File: config.mk
export PLATFORM = sky130hd
export DESIGN_NAME = pointer_gesture_classifier_core_flat
export DESIGN_NICKNAME = d
export VERILOG_FILES = /design/src/design/gpc_pkg.sv /design/src/design/gpc_ifs.sv /design/src/design/gpc_cfg_regs.sv /design/src/design/gpc_engine.sv /design/src/design/pointer_gesture_classifier_core.sv /design/src/flat_wrapper.sv
export SDC_FILE = /design/constraint.sdc
export NUM_CORES = 2
export LEC_CHECK = 0
export BUFFER_PORTS_ARGS = -buffer_cell sky130_fd_sc_hd__clkbuf_2
export CORE_ASPECT_RATIO = 0.75
export CORE_MARGIN = 2
export CORE_UTILIZATION = 30
export DETAILED_ROUTE_END_ITERATION = 8
export PLACE_DENSITY_LB_ADDON = 0.25
export SYNTH_ARGS = -nofsm -noshare
export SYNTH_HDL_FRONTEND = slang
export SYNTH_SLANG_ARGS = --single-unit
File: constraint.sdc
create_clock -name clock -period 25.8 [get_ports clock]
set_input_delay 5.16 -clock clock [delete_from_list [all_inputs] [get_ports clock]]
set_output_delay 5.16 -clock clock [all_outputs]
set_load 0.05 [all_outputs]
File: src/design/gpc_pkg.sv
// Shared constants, codes and types for the pointer gesture classifier.
`timescale 1ns / 1ps

package gpc_pkg;

   localparam int COORD_BITS_DEFAULT = 16;

   localparam int MODE_BITS = 3;
   localparam int GEST_BITS = 3;
   localparam int CFG_DATA_BITS = 12;
   localparam int CFG_INDEX_BITS = 3;
   localparam int DIST_BITS = 12;
   localparam int GEN_BITS = 4;
   localparam int TH_SQ_BITS = 2 * DIST_BITS;

   // Event kinds.
   localparam logic [MODE_BITS-1:0] MODE_DOWN = 3'd0;
   localparam logic [MODE_BITS-1:0] MODE_MOVE = 3'd1;
   localparam logic [MODE_BITS-1:0] MODE_UP   = 3'd2;
   localparam logic [MODE_BITS-1:0] MODE_LOST = 3'd3;
   localparam logic [MODE_BITS-1:0] MODE_MENU = 3'd4;

   // Gesture codes.
   localparam logic [GEST_BITS-1:0] GEST_NONE   = 3'd0;
   localparam logic [GEST_BITS-1:0] GEST_LEFT   = 3'd1;
   localparam logic [GEST_BITS-1:0] GEST_RIGHT  = 3'd2;
   localparam logic [GEST_BITS-1:0] GEST_LSHAPE = 3'd3;
   localparam logic [GEST_BITS-1:0] GEST_REVL   = 3'd4;

   // Bits of the gesture enable register.
   localparam int GEN_LEFT_BIT   = 0;
   localparam int GEN_RIGHT_BIT  = 1;
   localparam int GEN_LSHAPE_BIT = 2;
   localparam int GEN_REVL_BIT   = 3;

   // Register indexes.
   localparam logic [CFG_INDEX_BITS-1:0] REG_BLOCK_ENABLE   = 3'd0;
   localparam logic [CFG_INDEX_BITS-1:0] REG_DRAG_THRESHOLD = 3'd1;
   localparam logic [CFG_INDEX_BITS-1:0] REG_MIN_DOWN       = 3'd2;
   localparam logic [CFG_INDEX_BITS-1:0] REG_MIN_GESTURE    = 3'd3;
   localparam logic [CFG_INDEX_BITS-1:0] REG_GESTURE_EN     = 3'd4;

   // Register reset values.
   localparam logic                   RST_BLOCK_ENABLE   = 1'b1;
   localparam logic [DIST_BITS-1:0]   RST_DRAG_THRESHOLD = 12'd5;
   localparam logic [DIST_BITS-1:0]   RST_MIN_DOWN       = 12'd50;
   localparam logic [DIST_BITS-1:0]   RST_MIN_GESTURE    = 12'd50;
   localparam logic [GEN_BITS-1:0]    RST_GESTURE_EN     = 4'hF;
   localparam logic [TH_SQ_BITS-1:0]  RST_DRAG_TH_SQ     = 24'd25;

   typedef struct packed {
      logic                  block_enable;
      logic [DIST_BITS-1:0]  min_down_distance;
      logic [DIST_BITS-1:0]  min_gesture_distance;
      logic [GEN_BITS-1:0]   gesture_enables;
      logic [TH_SQ_BITS-1:0] drag_th_sq;
   } cfg_type;

   typedef struct packed {
      logic                 handled;
      logic [GEST_BITS-1:0] gesture;
      logic                 plain_click;
      logic                 tracking_active;
   } result_type;

endpackage

File: src/design/gpc_ifs.sv
// Valid/ready channel interfaces for pointer events and classification results.
`timescale 1ns / 1ps

interface gpc_req_if #(
   parameter int COORD_BITS = gpc_pkg::COORD_BITS_DEFAULT
) ();
   logic                               valid;
   logic                               ready;
   logic [gpc_pkg::MODE_BITS-1:0]      mode;
   logic signed [COORD_BITS-1:0]       pos_x;
   logic signed [COORD_BITS-1:0]       pos_y;

   modport source (output valid, mode, pos_x, pos_y, input ready);
   modport sink (input valid, mode, pos_x, pos_y, output ready);
endinterface

interface gpc_rsp_if ();
   logic                          valid;
   logic                          ready;
   logic                          handled;
   logic [gpc_pkg::GEST_BITS-1:0] gesture;
   logic                          plain_click;
   logic                          tracking_active;

   modport source (output valid, handled, gesture, plain_click, tracking_active, input ready);
   modport sink (input valid, handled, gesture, plain_click, tracking_active, output ready);
endinterface

File: src/design/gpc_cfg_regs.sv
// Configuration register file with the squared drag threshold kept alongside.
`timescale 1ns / 1ps

module gpc_cfg_regs (
   input  logic                                clock,
   input  logic                                reset,
   input  logic                                csr_wr_en,
   input  logic [gpc_pkg::CFG_INDEX_BITS-1:0]  csr_index,
   input  logic [gpc_pkg::CFG_DATA_BITS-1:0]   csr_wr_data,
   output gpc_pkg::cfg_type                    cfg
);

   logic                               block_enable_ff, block_enable_in;
   logic [gpc_pkg::DIST_BITS-1:0]      min_down_ff, min_down_in;
   logic [gpc_pkg::DIST_BITS-1:0]      min_gesture_ff, min_gesture_in;
   logic [gpc_pkg::GEN_BITS-1:0]       gesture_en_ff, gesture_en_in;
   logic [gpc_pkg::TH_SQ_BITS-1:0]     drag_th_sq_ff, drag_th_sq_in;
   logic [gpc_pkg::DIST_BITS-1:0]      wr_dist;
   logic [gpc_pkg::TH_SQ_BITS-1:0]     wr_dist_wide;

   assign wr_dist      = csr_wr_data[gpc_pkg::DIST_BITS-1:0];
   assign wr_dist_wide = {{(gpc_pkg::TH_SQ_BITS-gpc_pkg::DIST_BITS){1'b0}}, wr_dist};

   always_comb begin
      block_enable_in = block_enable_ff;
      min_down_in     = min_down_ff;
      min_gesture_in  = min_gesture_ff;
      gesture_en_in   = gesture_en_ff;
      drag_th_sq_in   = drag_th_sq_ff;
      if (csr_wr_en) begin
         case (csr_index)
            gpc_pkg::REG_BLOCK_ENABLE:   block_enable_in = csr_wr_data[0];
            // Only the square of the threshold is ever compared against.
            gpc_pkg::REG_DRAG_THRESHOLD: drag_th_sq_in = wr_dist_wide * wr_dist_wide;
            gpc_pkg::REG_MIN_DOWN:       min_down_in = wr_dist;
            gpc_pkg::REG_MIN_GESTURE:    min_gesture_in = wr_dist;
            gpc_pkg::REG_GESTURE_EN:     gesture_en_in = csr_wr_data[gpc_pkg::GEN_BITS-1:0];
            default: ;
         endcase
      end
   end

   always_ff @(posedge clock) begin
      if (reset) begin
         block_enable_ff <= gpc_pkg::RST_BLOCK_ENABLE;
         min_down_ff     <= gpc_pkg::RST_MIN_DOWN;
         min_gesture_ff  <= gpc_pkg::RST_MIN_GESTURE;
         gesture_en_ff   <= gpc_pkg::RST_GESTURE_EN;
         drag_th_sq_ff   <= gpc_pkg::RST_DRAG_TH_SQ;
      end else begin
         block_enable_ff <= block_enable_in;
         min_down_ff     <= min_down_in;
         min_gesture_ff  <= min_gesture_in;
         gesture_en_ff   <= gesture_en_in;
         drag_th_sq_ff   <= drag_th_sq_in;
      end
   end

   assign cfg.block_enable         = block_enable_ff;
   assign cfg.min_down_distance    = min_down_ff;
   assign cfg.min_gesture_distance = min_gesture_ff;
   assign cfg.gesture_enables      = gesture_en_ff;
   assign cfg.drag_th_sq           = drag_th_sq_ff;

endmodule

File: src/design/gpc_engine.sv
// Tracking state and the per-event classification logic.
`timescale 1ns / 1ps

module gpc_engine #(
   parameter int COORD_BITS = gpc_pkg::COORD_BITS_DEFAULT
) (
   input  logic                           clock,
   input  logic                           reset,
   input  logic                           fire,
   input  logic [gpc_pkg::MODE_BITS-1:0]  mode,
   input  logic signed [COORD_BITS-1:0]   pos_x,
   input  logic signed [COORD_BITS-1:0]   pos_y,
   input  gpc_pkg::cfg_type               cfg,
   output gpc_pkg::result_type            result
);

   localparam int DW  = COORD_BITS + 1;
   localparam int CW  = (DW + 1 > gpc_pkg::DIST_BITS + 2) ? DW + 1 : gpc_pkg::DIST_BITS + 2;
   localparam int SQW = (2 * DW + 1 > gpc_pkg::TH_SQ_BITS + 1) ? 2 * DW + 1
                                                               : gpc_pkg::TH_SQ_BITS + 1;
   localparam int RW  = DW + 2;

   logic                         tracking_ff, tracking_in;
   logic signed [COORD_BITS-1:0] origin_x_ff, origin_x_in;
   logic signed [COORD_BITS-1:0] origin_y_ff, origin_y_in;
   logic signed [DW-1:0]         max_dn_ff, max_dn_in;
   logic                         dragged_ff, dragged_in;
   logic                         went_down_ff, went_down_in;

   logic signed [DW-1:0]         dx, dy, max_upd;
   logic [DW-1:0]                ax, ay;
   logic [2*DW-1:0]              ax_sq, ay_sq;
   logic [SQW-1:0]               dist_sq, th_sq;
   logic signed [CW-1:0]         dx_c, mg_c, max_c, mdd_c;
   logic [CW-1:0]                ax_u, mg_u;
   logic [RW-1:0]                two_ax, three_ay;
   logic                         is_drag, is_down, ratio_ok;
   logic [gpc_pkg::GEST_BITS-1:0] gest;

   // Displacement from the start point, one bit wider than a coordinate.
   assign dx = $signed({pos_x[COORD_BITS-1], pos_x}) - $signed({origin_x_ff[COORD_BITS-1], origin_x_ff});
   assign dy = $signed({pos_y[COORD_BITS-1], pos_y}) - $signed({origin_y_ff[COORD_BITS-1], origin_y_ff});
   assign ax = dx[DW-1] ? DW'(-dx) : DW'(dx);
   assign ay = dy[DW-1] ? DW'(-dy) : DW'(dy);

   assign ax_sq   = ax * ax;
   assign ay_sq   = ay * ay;
   assign dist_sq = SQW'(ax_sq) + SQW'(ay_sq);
   assign th_sq   = SQW'(cfg.drag_th_sq);
   assign is_drag = dist_sq > th_sq;

   assign max_upd = (dy > max_dn_ff) ? dy : max_dn_ff;
   assign max_c   = $signed({{(CW-DW){max_upd[DW-1]}}, max_upd});
   assign mdd_c   = $signed({{(CW-gpc_pkg::DIST_BITS){1'b0}}, cfg.min_down_distance});
   assign is_down = max_c >= mdd_c;

   assign dx_c = $signed({{(CW-DW){dx[DW-1]}}, dx});
   assign mg_u = {{(CW-gpc_pkg::DIST_BITS){1'b0}}, cfg.min_gesture_distance};
   assign mg_c = $signed(mg_u);
   assign ax_u = {{(CW-DW){1'b0}}, ax};

   // The 1.5 aspect ratio test, done exactly as 2|dx| > 3|dy|.
   assign two_ax   = {1'b0, ax, 1'b0};
   assign three_ay = {2'b00, ay} + {1'b0, ay, 1'b0};
   assign ratio_ok = (ax_u >= mg_u) && (two_ax > three_ay);

   always_comb begin
      gest = gpc_pkg::GEST_NONE;
      if (went_down_ff && (dx_c >= mg_c) && cfg.gesture_enables[gpc_pkg::GEN_LSHAPE_BIT]) begin
         gest = gpc_pkg::GEST_LSHAPE;
      end else if (went_down_ff && (dx_c <= -mg_c)
                   && cfg.gesture_enables[gpc_pkg::GEN_REVL_BIT]) begin
         gest = gpc_pkg::GEST_REVL;
      end else if (ratio_ok) begin
         if (dx[DW-1] && cfg.gesture_enables[gpc_pkg::GEN_LEFT_BIT]) begin
            gest = gpc_pkg::GEST_LEFT;
         end else if (!dx[DW-1] && (ax != '0)
                      && cfg.gesture_enables[gpc_pkg::GEN_RIGHT_BIT]) begin
            gest = gpc_pkg::GEST_RIGHT;
         end
      end
   end

   always_comb begin
      tracking_in  = tracking_ff;
      origin_x_in  = origin_x_ff;
      origin_y_in  = origin_y_ff;
      max_dn_in    = max_dn_ff;
      dragged_in   = dragged_ff;
      went_down_in = went_down_ff;
      result.handled     = 1'b0;
      result.gesture     = gpc_pkg::GEST_NONE;
      result.plain_click = 1'b0;
      if (cfg.block_enable) begin
         case (mode)
            gpc_pkg::MODE_DOWN: begin
               tracking_in    = 1'b1;
               dragged_in     = 1'b0;
               went_down_in   = 1'b0;
               max_dn_in      = '0;
               origin_x_in    = pos_x;
               origin_y_in    = pos_y;
               result.handled = 1'b1;
            end
            gpc_pkg::MODE_MOVE: begin
               if (tracking_ff) begin
                  dragged_in     = dragged_ff | is_drag;
                  max_dn_in      = max_upd;
                  went_down_in   = went_down_ff | is_down;
                  result.handled = 1'b1;
               end
            end
            gpc_pkg::MODE_UP: begin
               if (tracking_ff) begin
                  tracking_in        = 1'b0;
                  result.gesture     = gest;
                  result.plain_click = (gest == gpc_pkg::GEST_NONE) && !dragged_ff;
                  result.handled     = 1'b1;
               end
            end
            gpc_pkg::MODE_LOST: begin
               tracking_in = 1'b0;
            end
            gpc_pkg::MODE_MENU: begin
               result.handled = tracking_ff;
            end
            default: ;
         endcase
      end
      result.tracking_active = tracking_in;
   end

   always_ff @(posedge clock) begin
      if (reset) begin
         tracking_ff  <= 1'b0;
         origin_x_ff  <= '0;
         origin_y_ff  <= '0;
         max_dn_ff    <= '0;
         dragged_ff   <= 1'b0;
         went_down_ff <= 1'b0;
      end else if (fire) begin
         tracking_ff  <= tracking_in;
         origin_x_ff  <= origin_x_in;
         origin_y_ff  <= origin_y_in;
         max_dn_ff    <= max_dn_in;
         dragged_ff   <= dragged_in;
         went_down_ff <= went_down_in;
      end
   end

endmodule

File: src/design/pointer_gesture_classifier_core.sv
// Top level of the pointer gesture classifier: input stage, engine and output stage.
//
//   channel  | direction | carries
//   ---------+-----------+---------------------------------------------------
//   req_bus  | in        | mode, pos_x, pos_y (one pointer event per word)
//   rsp_bus  | out       | handled, gesture, plain_click, tracking_active
//   csr_*    | in        | register writes: csr_wr_en, csr_index, csr_wr_data
//
// A result word is presented after its event is accepted: the event
// waits in the input register while the engine evaluates it, and the result
// register loads when the engine fires. One word is accepted per cycle while
// rsp_bus does not stall; the engine state is updated in the same cycle the
// result is registered, so consecutive events see each other's effects.
// A stall on rsp_bus holds the result and backs up into the input register.
// Reset is synchronous and returns the valid flags, engine state and configuration registers to their defaults.
`timescale 1ns / 1ps

module pointer_gesture_classifier_core #(
   parameter int COORD_BITS = gpc_pkg::COORD_BITS_DEFAULT
) (
   input  logic                                clock,
   input  logic                                reset,
   input  logic                                csr_wr_en,
   input  logic [gpc_pkg::CFG_INDEX_BITS-1:0]  csr_index,
   input  logic [gpc_pkg::CFG_DATA_BITS-1:0]   csr_wr_data,
   gpc_req_if.sink                             req_bus,
   gpc_rsp_if.source                           rsp_bus
);

   gpc_pkg::cfg_type              cfg;
   gpc_pkg::result_type           result;
   gpc_pkg::result_type           rsp_data_ff;

   logic                          in_vld_ff, in_vld_in;
   logic [gpc_pkg::MODE_BITS-1:0] mode_ff;
   logic signed [COORD_BITS-1:0]  pos_x_ff, pos_y_ff;
   logic                          rsp_vld_ff, rsp_vld_in;
   logic                          advance, fire, take;

   assign advance = !rsp_vld_ff || rsp_bus.ready;
   assign fire    = in_vld_ff && advance;
   assign req_bus.ready = !in_vld_ff || advance;
   assign take    = req_bus.valid && req_bus.ready;

   assign in_vld_in  = take ? 1'b1 : (fire ? 1'b0 : in_vld_ff);
   assign rsp_vld_in = fire ? 1'b1 : (rsp_bus.ready ? 1'b0 : rsp_vld_ff);

   gpc_cfg_regs u_cfg (
      .clock       (clock),
      .reset       (reset),
      .csr_wr_en   (csr_wr_en),
      .csr_index   (csr_index),
      .csr_wr_data (csr_wr_data),
      .cfg         (cfg)
   );

   gpc_engine #(
      .COORD_BITS (COORD_BITS)
   ) u_engine (
      .clock  (clock),
      .reset  (reset),
      .fire   (fire),
      .mode   (mode_ff),
      .pos_x  (pos_x_ff),
      .pos_y  (pos_y_ff),
      .cfg    (cfg),
      .result (result)
   );

   always_ff @(posedge clock) begin
      if (reset) begin
         in_vld_ff  <= 1'b0;
         rsp_vld_ff <= 1'b0;
      end else begin
         in_vld_ff  <= in_vld_in;
         rsp_vld_ff <= rsp_vld_in;
      end
   end

   always_ff @(posedge clock) begin
      if (take) begin
         mode_ff  <= req_bus.mode;
         pos_x_ff <= req_bus.pos_x;
         pos_y_ff <= req_bus.pos_y;
      end
      if (fire) begin
         rsp_data_ff <= result;
      end
   end

   assign rsp_bus.valid           = rsp_vld_ff;
   assign rsp_bus.handled         = rsp_data_ff.handled;
   assign rsp_bus.gesture         = rsp_data_ff.gesture;
   assign rsp_bus.plain_click     = rsp_data_ff.plain_click;
   assign rsp_bus.tracking_active = rsp_data_ff.tracking_active;

endmodule

File: src/flat_wrapper.sv
// flat-port wrapper written by rule: the top's interface ports become plain ports
module pointer_gesture_classifier_core_flat 
#(
   parameter int COORD_BITS = gpc_pkg::COORD_BITS_DEFAULT
)
  (clock, reset, csr_wr_en, csr_index, csr_wr_data, req_bus_valid, req_bus_mode, req_bus_pos_x, req_bus_pos_y, req_bus_ready, rsp_bus_valid, rsp_bus_handled, rsp_bus_gesture, rsp_bus_plain_click, rsp_bus_tracking_active, rsp_bus_ready);
  gpc_req_if #(.COORD_BITS(COORD_BITS)) req_bus_i ();
  gpc_rsp_if rsp_bus_i ();
  input  logic clock;
  input  logic reset;
  input  logic csr_wr_en;
  input  logic [gpc_pkg::CFG_INDEX_BITS-1:0] csr_index;
  input  logic [gpc_pkg::CFG_DATA_BITS-1:0] csr_wr_data;
  input wire logic [$bits(req_bus_i.valid)-1:0] req_bus_valid;
  input wire logic [$bits(req_bus_i.mode)-1:0] req_bus_mode;
  input wire logic [$bits(req_bus_i.pos_x)-1:0] req_bus_pos_x;
  input wire logic [$bits(req_bus_i.pos_y)-1:0] req_bus_pos_y;
  output wire logic [$bits(req_bus_i.ready)-1:0] req_bus_ready;
  output wire logic [$bits(rsp_bus_i.valid)-1:0] rsp_bus_valid;
  output wire logic [$bits(rsp_bus_i.handled)-1:0] rsp_bus_handled;
  output wire logic [$bits(rsp_bus_i.gesture)-1:0] rsp_bus_gesture;
  output wire logic [$bits(rsp_bus_i.plain_click)-1:0] rsp_bus_plain_click;
  output wire logic [$bits(rsp_bus_i.tracking_active)-1:0] rsp_bus_tracking_active;
  input wire logic [$bits(rsp_bus_i.ready)-1:0] rsp_bus_ready;
  assign req_bus_i.valid = req_bus_valid;
  assign req_bus_i.mode = req_bus_mode;
  assign req_bus_i.pos_x = req_bus_pos_x;
  assign req_bus_i.pos_y = req_bus_pos_y;
  assign req_bus_ready = req_bus_i.ready;
  assign rsp_bus_valid = rsp_bus_i.valid;
  assign rsp_bus_handled = rsp_bus_i.handled;
  assign rsp_bus_gesture = rsp_bus_i.gesture;
  assign rsp_bus_plain_click = rsp_bus_i.plain_click;
  assign rsp_bus_tracking_active = rsp_bus_i.tracking_active;
  assign rsp_bus_i.ready = rsp_bus_ready;
  pointer_gesture_classifier_core #(.COORD_BITS(COORD_BITS)) u_core (.clock(clock), .reset(reset), .csr_wr_en(csr_wr_en), .csr_index(csr_index), .csr_wr_data(csr_wr_data), .req_bus(req_bus_i), .rsp_bus(rsp_bus_i));
endmodule
Word level (Yosys, flattened, before mapping)
Cells that the tools add are included.
- bits in registers: 148
- input bits: 55
- output and inout port bits: 8
- word-level logic and storage cells: 104
- add/subtract/negate cells: 7
- multiply operators: 3
- magnitude comparators: 7
- eq/ne operators: 9
- mux-type cells: 23
- bitwise operators: 2
- reduce and logical (&&, ||, !) cells: 33
- operators by type and width (cell ; count):
    $mul A17 B17 Y34 ; 2
    $mux W17 ; 4
    $add A34 B34 Y35 ; 1
    $gt A35 B24 Y1 ; 1
    $ge A17 B13 Y1 ; 2
    $neg A17 Y17 ; 2
    $pmux W17 S2 ; 1
    $sub A16 B16 Y17 ; 2
    $mul A12 B12 Y24 ; 1
    $add A17 B18 Y19 ; 1
    $gt A18 B19 Y1 ; 1
    $le A17 B18 Y1 ; 1
    $neg A12 Y18 ; 1
    $ge A17 B12 Y1 ; 1
    $gt A17 B17 Y1 ; 1
    $reduce_bool A17 Y1 ; 1
    $eq A3 B2 Y1 const B ; 4
    $logic_and A1 B1 Y1 ; 11
    $reduce_and A2 Y1 ; 5
    $logic_not A3 Y1 ; 3
    $mux W1 ; 8
    $eq A3 B1 Y1 const B ; 2
    $eq A3 B3 Y1 const B ; 2
    $mux W2 ; 3
    12 further kinds ; 23

Depth between registers and ports, before layout
- depth in word-level cells: 15
- mapped depth: 53
- gate-level depth less buffers: 51

By module
From an unflattened synthesis, not the netlist that was laid out.
- cells, all modules: 3717
- area total of the unflattened synthesis: 32229.7 um2
- modules (own cells, without submodules) (module ; times used ; cells an instance ; area an instance (um2) ; seq. area each (um2)):
    gpc_engine ; 1 ; 2939 ; 24833.8 ; 1041.0
    gpc_cfg_regs ; 1 ; 727 ; 6060.8 ; 1041.0
    pointer_gesture_classifier_core ; 1 ; 51 ; 1335.0 ; 1271.2

Worst setup path before layout
OpenSTA, ideal clock, no wires.
- path kind: reg2reg
- start point: reg u_core.pos_y_ff[0]
- end point: reg u_core.u_engine.dragged_ff
- setup time: 0.124 ns
- arrival time: 10.813 ns
- data required time: 25.676 ns
- path slack: 14.863 ns
- stages on the path, launching flop included: 47
- buffers on the path: 1
- clock period less this slack: 10.937 ns
- cell sequence: edfxtp_1 inv_1 ha_1 fa_1 nor2b_1 o31a_1 o41a_1 o221ai_2 a211oi_1 o2111a_1 or2_1 buf_2 a21oi_1 xnor2_1 clkinv_1 nand2_1 fa_1 fa_1 [... 11 more ...] a21o_1 a21oi_1 a21boi_0 o21ai_0 a21boi_0 o21ai_0 nor2b_1 xnor2_1 ha_1 nand4_1 nor3_1 nor3_1 o211ai_1 o221a_2 and4b_1 o2111ai_1 nor4_1 a21oi_1
- word-level cells in the longest chain between the ends: 9
- ends and longest elaborated chain (what ; RTL line ; source):
    start: declaration ; pointer_gesture_classifier_core.sv:36 ; logic signed [COORD_BITS-1:0] pos_x_ff, pos_y_ff;
    start signal: assignment ; pointer_gesture_classifier_core.sv:84 ; pos_y_ff <= req_bus.pos_y;
    $sub A16 B16 Y17 (*) ; gpc_engine.sv:42 ; assign dy = $signed({pos_y[COORD_BITS-1], pos_y}) - $signed({origin_y_ff[COORD_BITS-1], origin_y_ff});
    $neg A17 Y17 ; gpc_engine.sv:44 ; assign ay = dy[DW-1] ? DW'(-dy) : DW'(dy);
    $mux W17 (*) ; gpc_engine.sv:44 ;
    $mul A17 B17 Y34 (*) ; gpc_engine.sv:47 ; assign ay_sq = ay * ay;
    $add A34 B34 Y35 (*) ; gpc_engine.sv:48 ; assign dist_sq = SQW'(ax_sq) + SQW'(ay_sq);
    $gt A35 B24 Y1 (*) ; gpc_engine.sv:50 ; assign is_drag = dist_sq > th_sq;
    $or A1 B1 Y1 (*) ; gpc_engine.sv:107 ; dragged_in = dragged_ff | is_drag;
    $mux W1 (*) ; gpc_engine.sv:106 ; if (tracking_ff) begin
    $pmux W1 S2 (*) ; gpc_engine.sv:95 ; case (mode)
    end signal: assignment ; gpc_engine.sv:146 ; dragged_ff <= dragged_in;
    end: declaration ; gpc_engine.sv:27 ; logic dragged_ff, dragged_in;
Every way passes the cells marked *; elsewhere a longest branch is shown, timed or not. The select of a mux whose other input is x is not followed.
A chain may end at the register's enable or synchronous reset.

Worst setup path after layout
Same ends and word-level chain as after synthesis.

==> results.md <==
Run status:
- The flow ran to the end, and the final reports show no timing, DRC or antenna violations.

Floorplanning:
- Measured along the x axis, the die boundary spans about 380 µm.
- The number of top-level pins is 63.
- The die is between 200 and 300 µm tall.
- The die covers about 110,000 µm².
- The number of rows created at floorplan is a little over 100.
- The starting density of the core is between 30% and 40%.
- The area inside the core boundary is between 100,000 and 150,000 µm².

Critical path:
- The peak per-stage delay on the critical path is roughly 0.98 ns.
- The startpoint type of the worst setup path is a flop.
- The cell repeated most along the worst path is fa_1.
- In this run the worst path has a maximum fanout of 22.
- The slowest cell on the critical path is xnor2_1.
- The critical path is of the reg2reg type.
- For the worst setup path, the data required time is between 20 and 30 ns.
- For the worst setup path, the data arrival time is about 14 ns.
- The kind of end point of the critical path is a flop.

Timing:
- The post-route clock period utilization is 51.59%.
- The final hold violation count is 0.
- The transition time of the tightest slew-check pin is approximately 1.2 ns.
- The worst pin sits at a relative slew slack of around 16%.
- The accumulated negative setup slack is 0 ns.
- Setup violations remaining at the end of the flow were counted as 0.
- Setup repair after global routing left no endpoint under its margin.
- The count of pins over their slew limit was 0.
- Timing would allow up to around 75 MHz.
- On the final layout, the worst clock skew is roughly 0.033 ns.
- Across all setup checks in the final design, the least slack found is roughly 12 ns.
- The final critical-path required period is 13.31 ns.

Synth:
- The number of synthesized register bits is 147.
- The area share of the leading cell type in the synthesized netlist is ~33%.
- The synthesized instance count is between 3,000 and 4,000.
- The biggest area contributor in the post-synthesis netlist is fa_1.
- Among all flip-flop cells after synthesis, the most frequent one is dfxtp_1.
- The distinct cell type count after synthesis is 94.
- Sorting the synthesized cells by area gives the leading types as fa_1 33%, ha_1 16%, inv_1 9.9%.
- inv_1 is the most common cell in the netlist.
- Dividing the synthesized area by the synthesized cell count gives between 8 and 9 µm².
- Sequential cells were found to cover a little over a tenth of the synthesized design area.
- The area of the mapped netlist is ~32,000 µm².
- The commonest cells after synthesis are 841 x inv_1, 531 x fa_1, 415 x ha_1.
- During synthesis, Yosys emitted a total of 0 warnings.
- The synthesized design contains around 40 enable-type register cells.
- The post-synthesis async set-or-reset flop share is 0%.

Placement:
- Once placement completed, the tool counted placed cells totaling 5,095.
- The wire-length estimate of the detail-placed layout is between 70,000 and 80,000 µm.
- The count of buffers added on input and output ports is between 60 and 70.
- The routability-driven placement congestion ratio is a little over 0.9.
- The post-placement setup slack is roughly 13 ns.

CTS:
- The post-CTS setup-driven buffer insertion count is 0.
- The master cell of the clock root buffer is clkbuf_16.
- Clock latency on the worst-skew pair, taken at its later pin, is approximately 0.50 ns.
- The CTS buffer count is 25.
- Buffers inserted to repair hold after CTS numbered 0.
- No sink is reached through more buffers than the 3 on the longest clock path.
- The clock transition at the register clock pins on the worst setup and hold paths after CTS is around 0.07 ns.
- Clock tree synthesis found a total of about 150 sinks.
- The H-tree was split into 4 levels.
- The count of cells resized by post-cts repair is 0.
- TritonCTS built the clock tree.

Job:
- Across the run, the number of max-cap violations was 0.

Routing:
- The routed design has 91,260 µm of wire.
- The count of antenna-violating nets left after detailed routing is 0.
- Dividing the detail-routed wire length by the instance count gives roughly 18 µm.
- For this run, design rule violations remaining after detail routing come to 0.
- Dividing the detail-routed via count by the number of cells gives 4.701.
- The first detailed-routing pass took 5 iterations.
- For this block, the initial DRC count from the detailed router was 1,660.
- The via count is 24,110.

Global routing:
- The first global-routing pass estimated 145,100 µm of wire.
- The number of antenna violations at the first check in global routing is 0.
- Across every metal layer, demand over resource in global routing totals around 17%.
- The overall overflow remaining after global route is 0.
- The via count of the first global-routing pass is around 25,000.
- Entering global routing, the biggest net connects 71 pins.

Cells and area:
- The fraction of layout cells with a size suffix above 1 is under 10%.
- The number of filler instances in the final layout is about 11,000.
- The area growth from synthesis to layout is 8.939%.
- The number of nets at the end of the flow is ~4,700.
- The count of placed standard cells in the final layout, fillers left out is approximately 5,100.

Worst hold path:
- The type of the tightest min-delay check is reg2reg.
==> critical path, delay by kind of cell (launching register included) <==
| family | cells | cell delay [ns] |
|---|---|---|
| buffers and inverters | 6 | 1.45 |
| adders and majority gates | 11 | 5.57 |
| AOI/OAI and AO/OA | 12 | 2.28 |
| DFF | 1 | 0.33 |
| xor gates and xnor gates | 2 | 1.11 |
| and+or+nand+nor | 10 | 2.43 |
==> per-stage QoR <==
step	hold WS, ns	util, %	cell area (µm²)
2_1_floorplan	0.4319	-	31850
3_3_place_gp	0.4412	32.23	33890
3_5_place_dp	0.4465	32.23	33890
4_1_cts	0.4540	32.91	34610
5_1_grt	0.4711	32.91	34610
6_report	0.4488	32.91	34610
==> path summary, 6_finish.rpt <==
kind	startpoint	end	slack [ns]	cells after the start
worst max-delay path	u_core.pos_y_ff[0]	u_core.u_engine.dragged_ff	12.49	41
worst min-delay path	u_core.u_cfg.drag_th_sq_ff[12]	u_core.u_cfg.drag_th_sq_ff[12]	0.45	2
worst max register to register	u_core.pos_y_ff[0]	u_core.u_engine.dragged_ff	12.49	41
worst min register to register	u_core.u_cfg.drag_th_sq_ff[12]	u_core.u_cfg.drag_th_sq_ff[12]	0.45	2
==> layer usage <==
metal	part of all wire (%)	track usage, %	up-vias
li1	-	-	11630
met1	52	27.22	11820
met2	39	23.73	605
met3	7.7	4.259	54
met4	0.97	2.093	0
met5	0	0	-
==> cell type report <==
class                      instances  area [µm²]  area share (%)
clock buffer                      29       670.6           1.938
multi-input combinational       2561       24900           71.95
tap                             1417        1773           5.122
timing repair buffer             100       598.1           1.728
inverter                         870        3266           9.435
antenna                            1       2.502        0.007230
sequential                       147        3353           9.688
clock inverter                     4       45.04          0.1301
==> layout by cell type (no fill, tap or decap), types with 9 or more instances in the layout <==
cell type	Yosys	routed
inv_1	841	841
fa_1	531	531
ha_1	415	415
nand2_1	352	352
nor2_1	268	268
a21oi_1	162	162
dfxtp_1	106	106
o21ai_0	78	78
xnor2_1	66	66
clkbuf_2	0	61
and2_1	56	55
a21o_1	51	51
nor3_1	48	47
edfxtp_1	41	41
buf_4	1	39
xor2_1	38	38
nand3_1	38	38
nor2b_1	34	34
nand4_1	28	28
clkbuf_16	0	25
o21a_1	24	24
conb_1	2	24
a211oi_1	23	23
or3_1	21	21
nand2b_1	19	19
and3_1	19	19
a211o_1	17	17
a22oi_1	17	17
clkinv_1	16	16
o211ai_1	16	16
or2_2	15	15
nand3b_1	14	14
inv_2	13	13
o31ai_1	12	12
mux2_2	12	12
nor4_1	11	11
o31a_1	10	10
a31oi_1	9	9
==> registers in the layout, indices dropped and copies added (netlist names), 3 cells and up <==
signal / flops
u_core.u_cfg.min_down_ff: 12
u_core.u_cfg.drag_th_sq_ff: 23
u_core.rsp_bus.gesture: 3
u_core.u_engine.max_dn_ff: 17
u_core.mode_ff: 3
u_core.u_engine.origin_x_ff: 16
u_core.u_engine.origin_y_ff: 16
u_core.u_cfg.gesture_en_ff: 4
u_core.pos_x_ff: 16
u_core.pos_y_ff: 16
u_core.u_cfg.min_gesture_ff: 12
==> kinds of logic after synthesis <==
family	synth area share, %
AND/OR/NAND/NOR	14.12
buffers and inverters	11.34
adder cells (fa/ha/maj)	49.80
AO/OA/AOI/OAI	10.60
flip-flops	10.55
XOR/XNOR	2.918
multiplexers	0.6459
other	0.02364
Power is not shown: default switching activity piles up to over one toggle a cycle in this logic, so the estimate is an artifact.
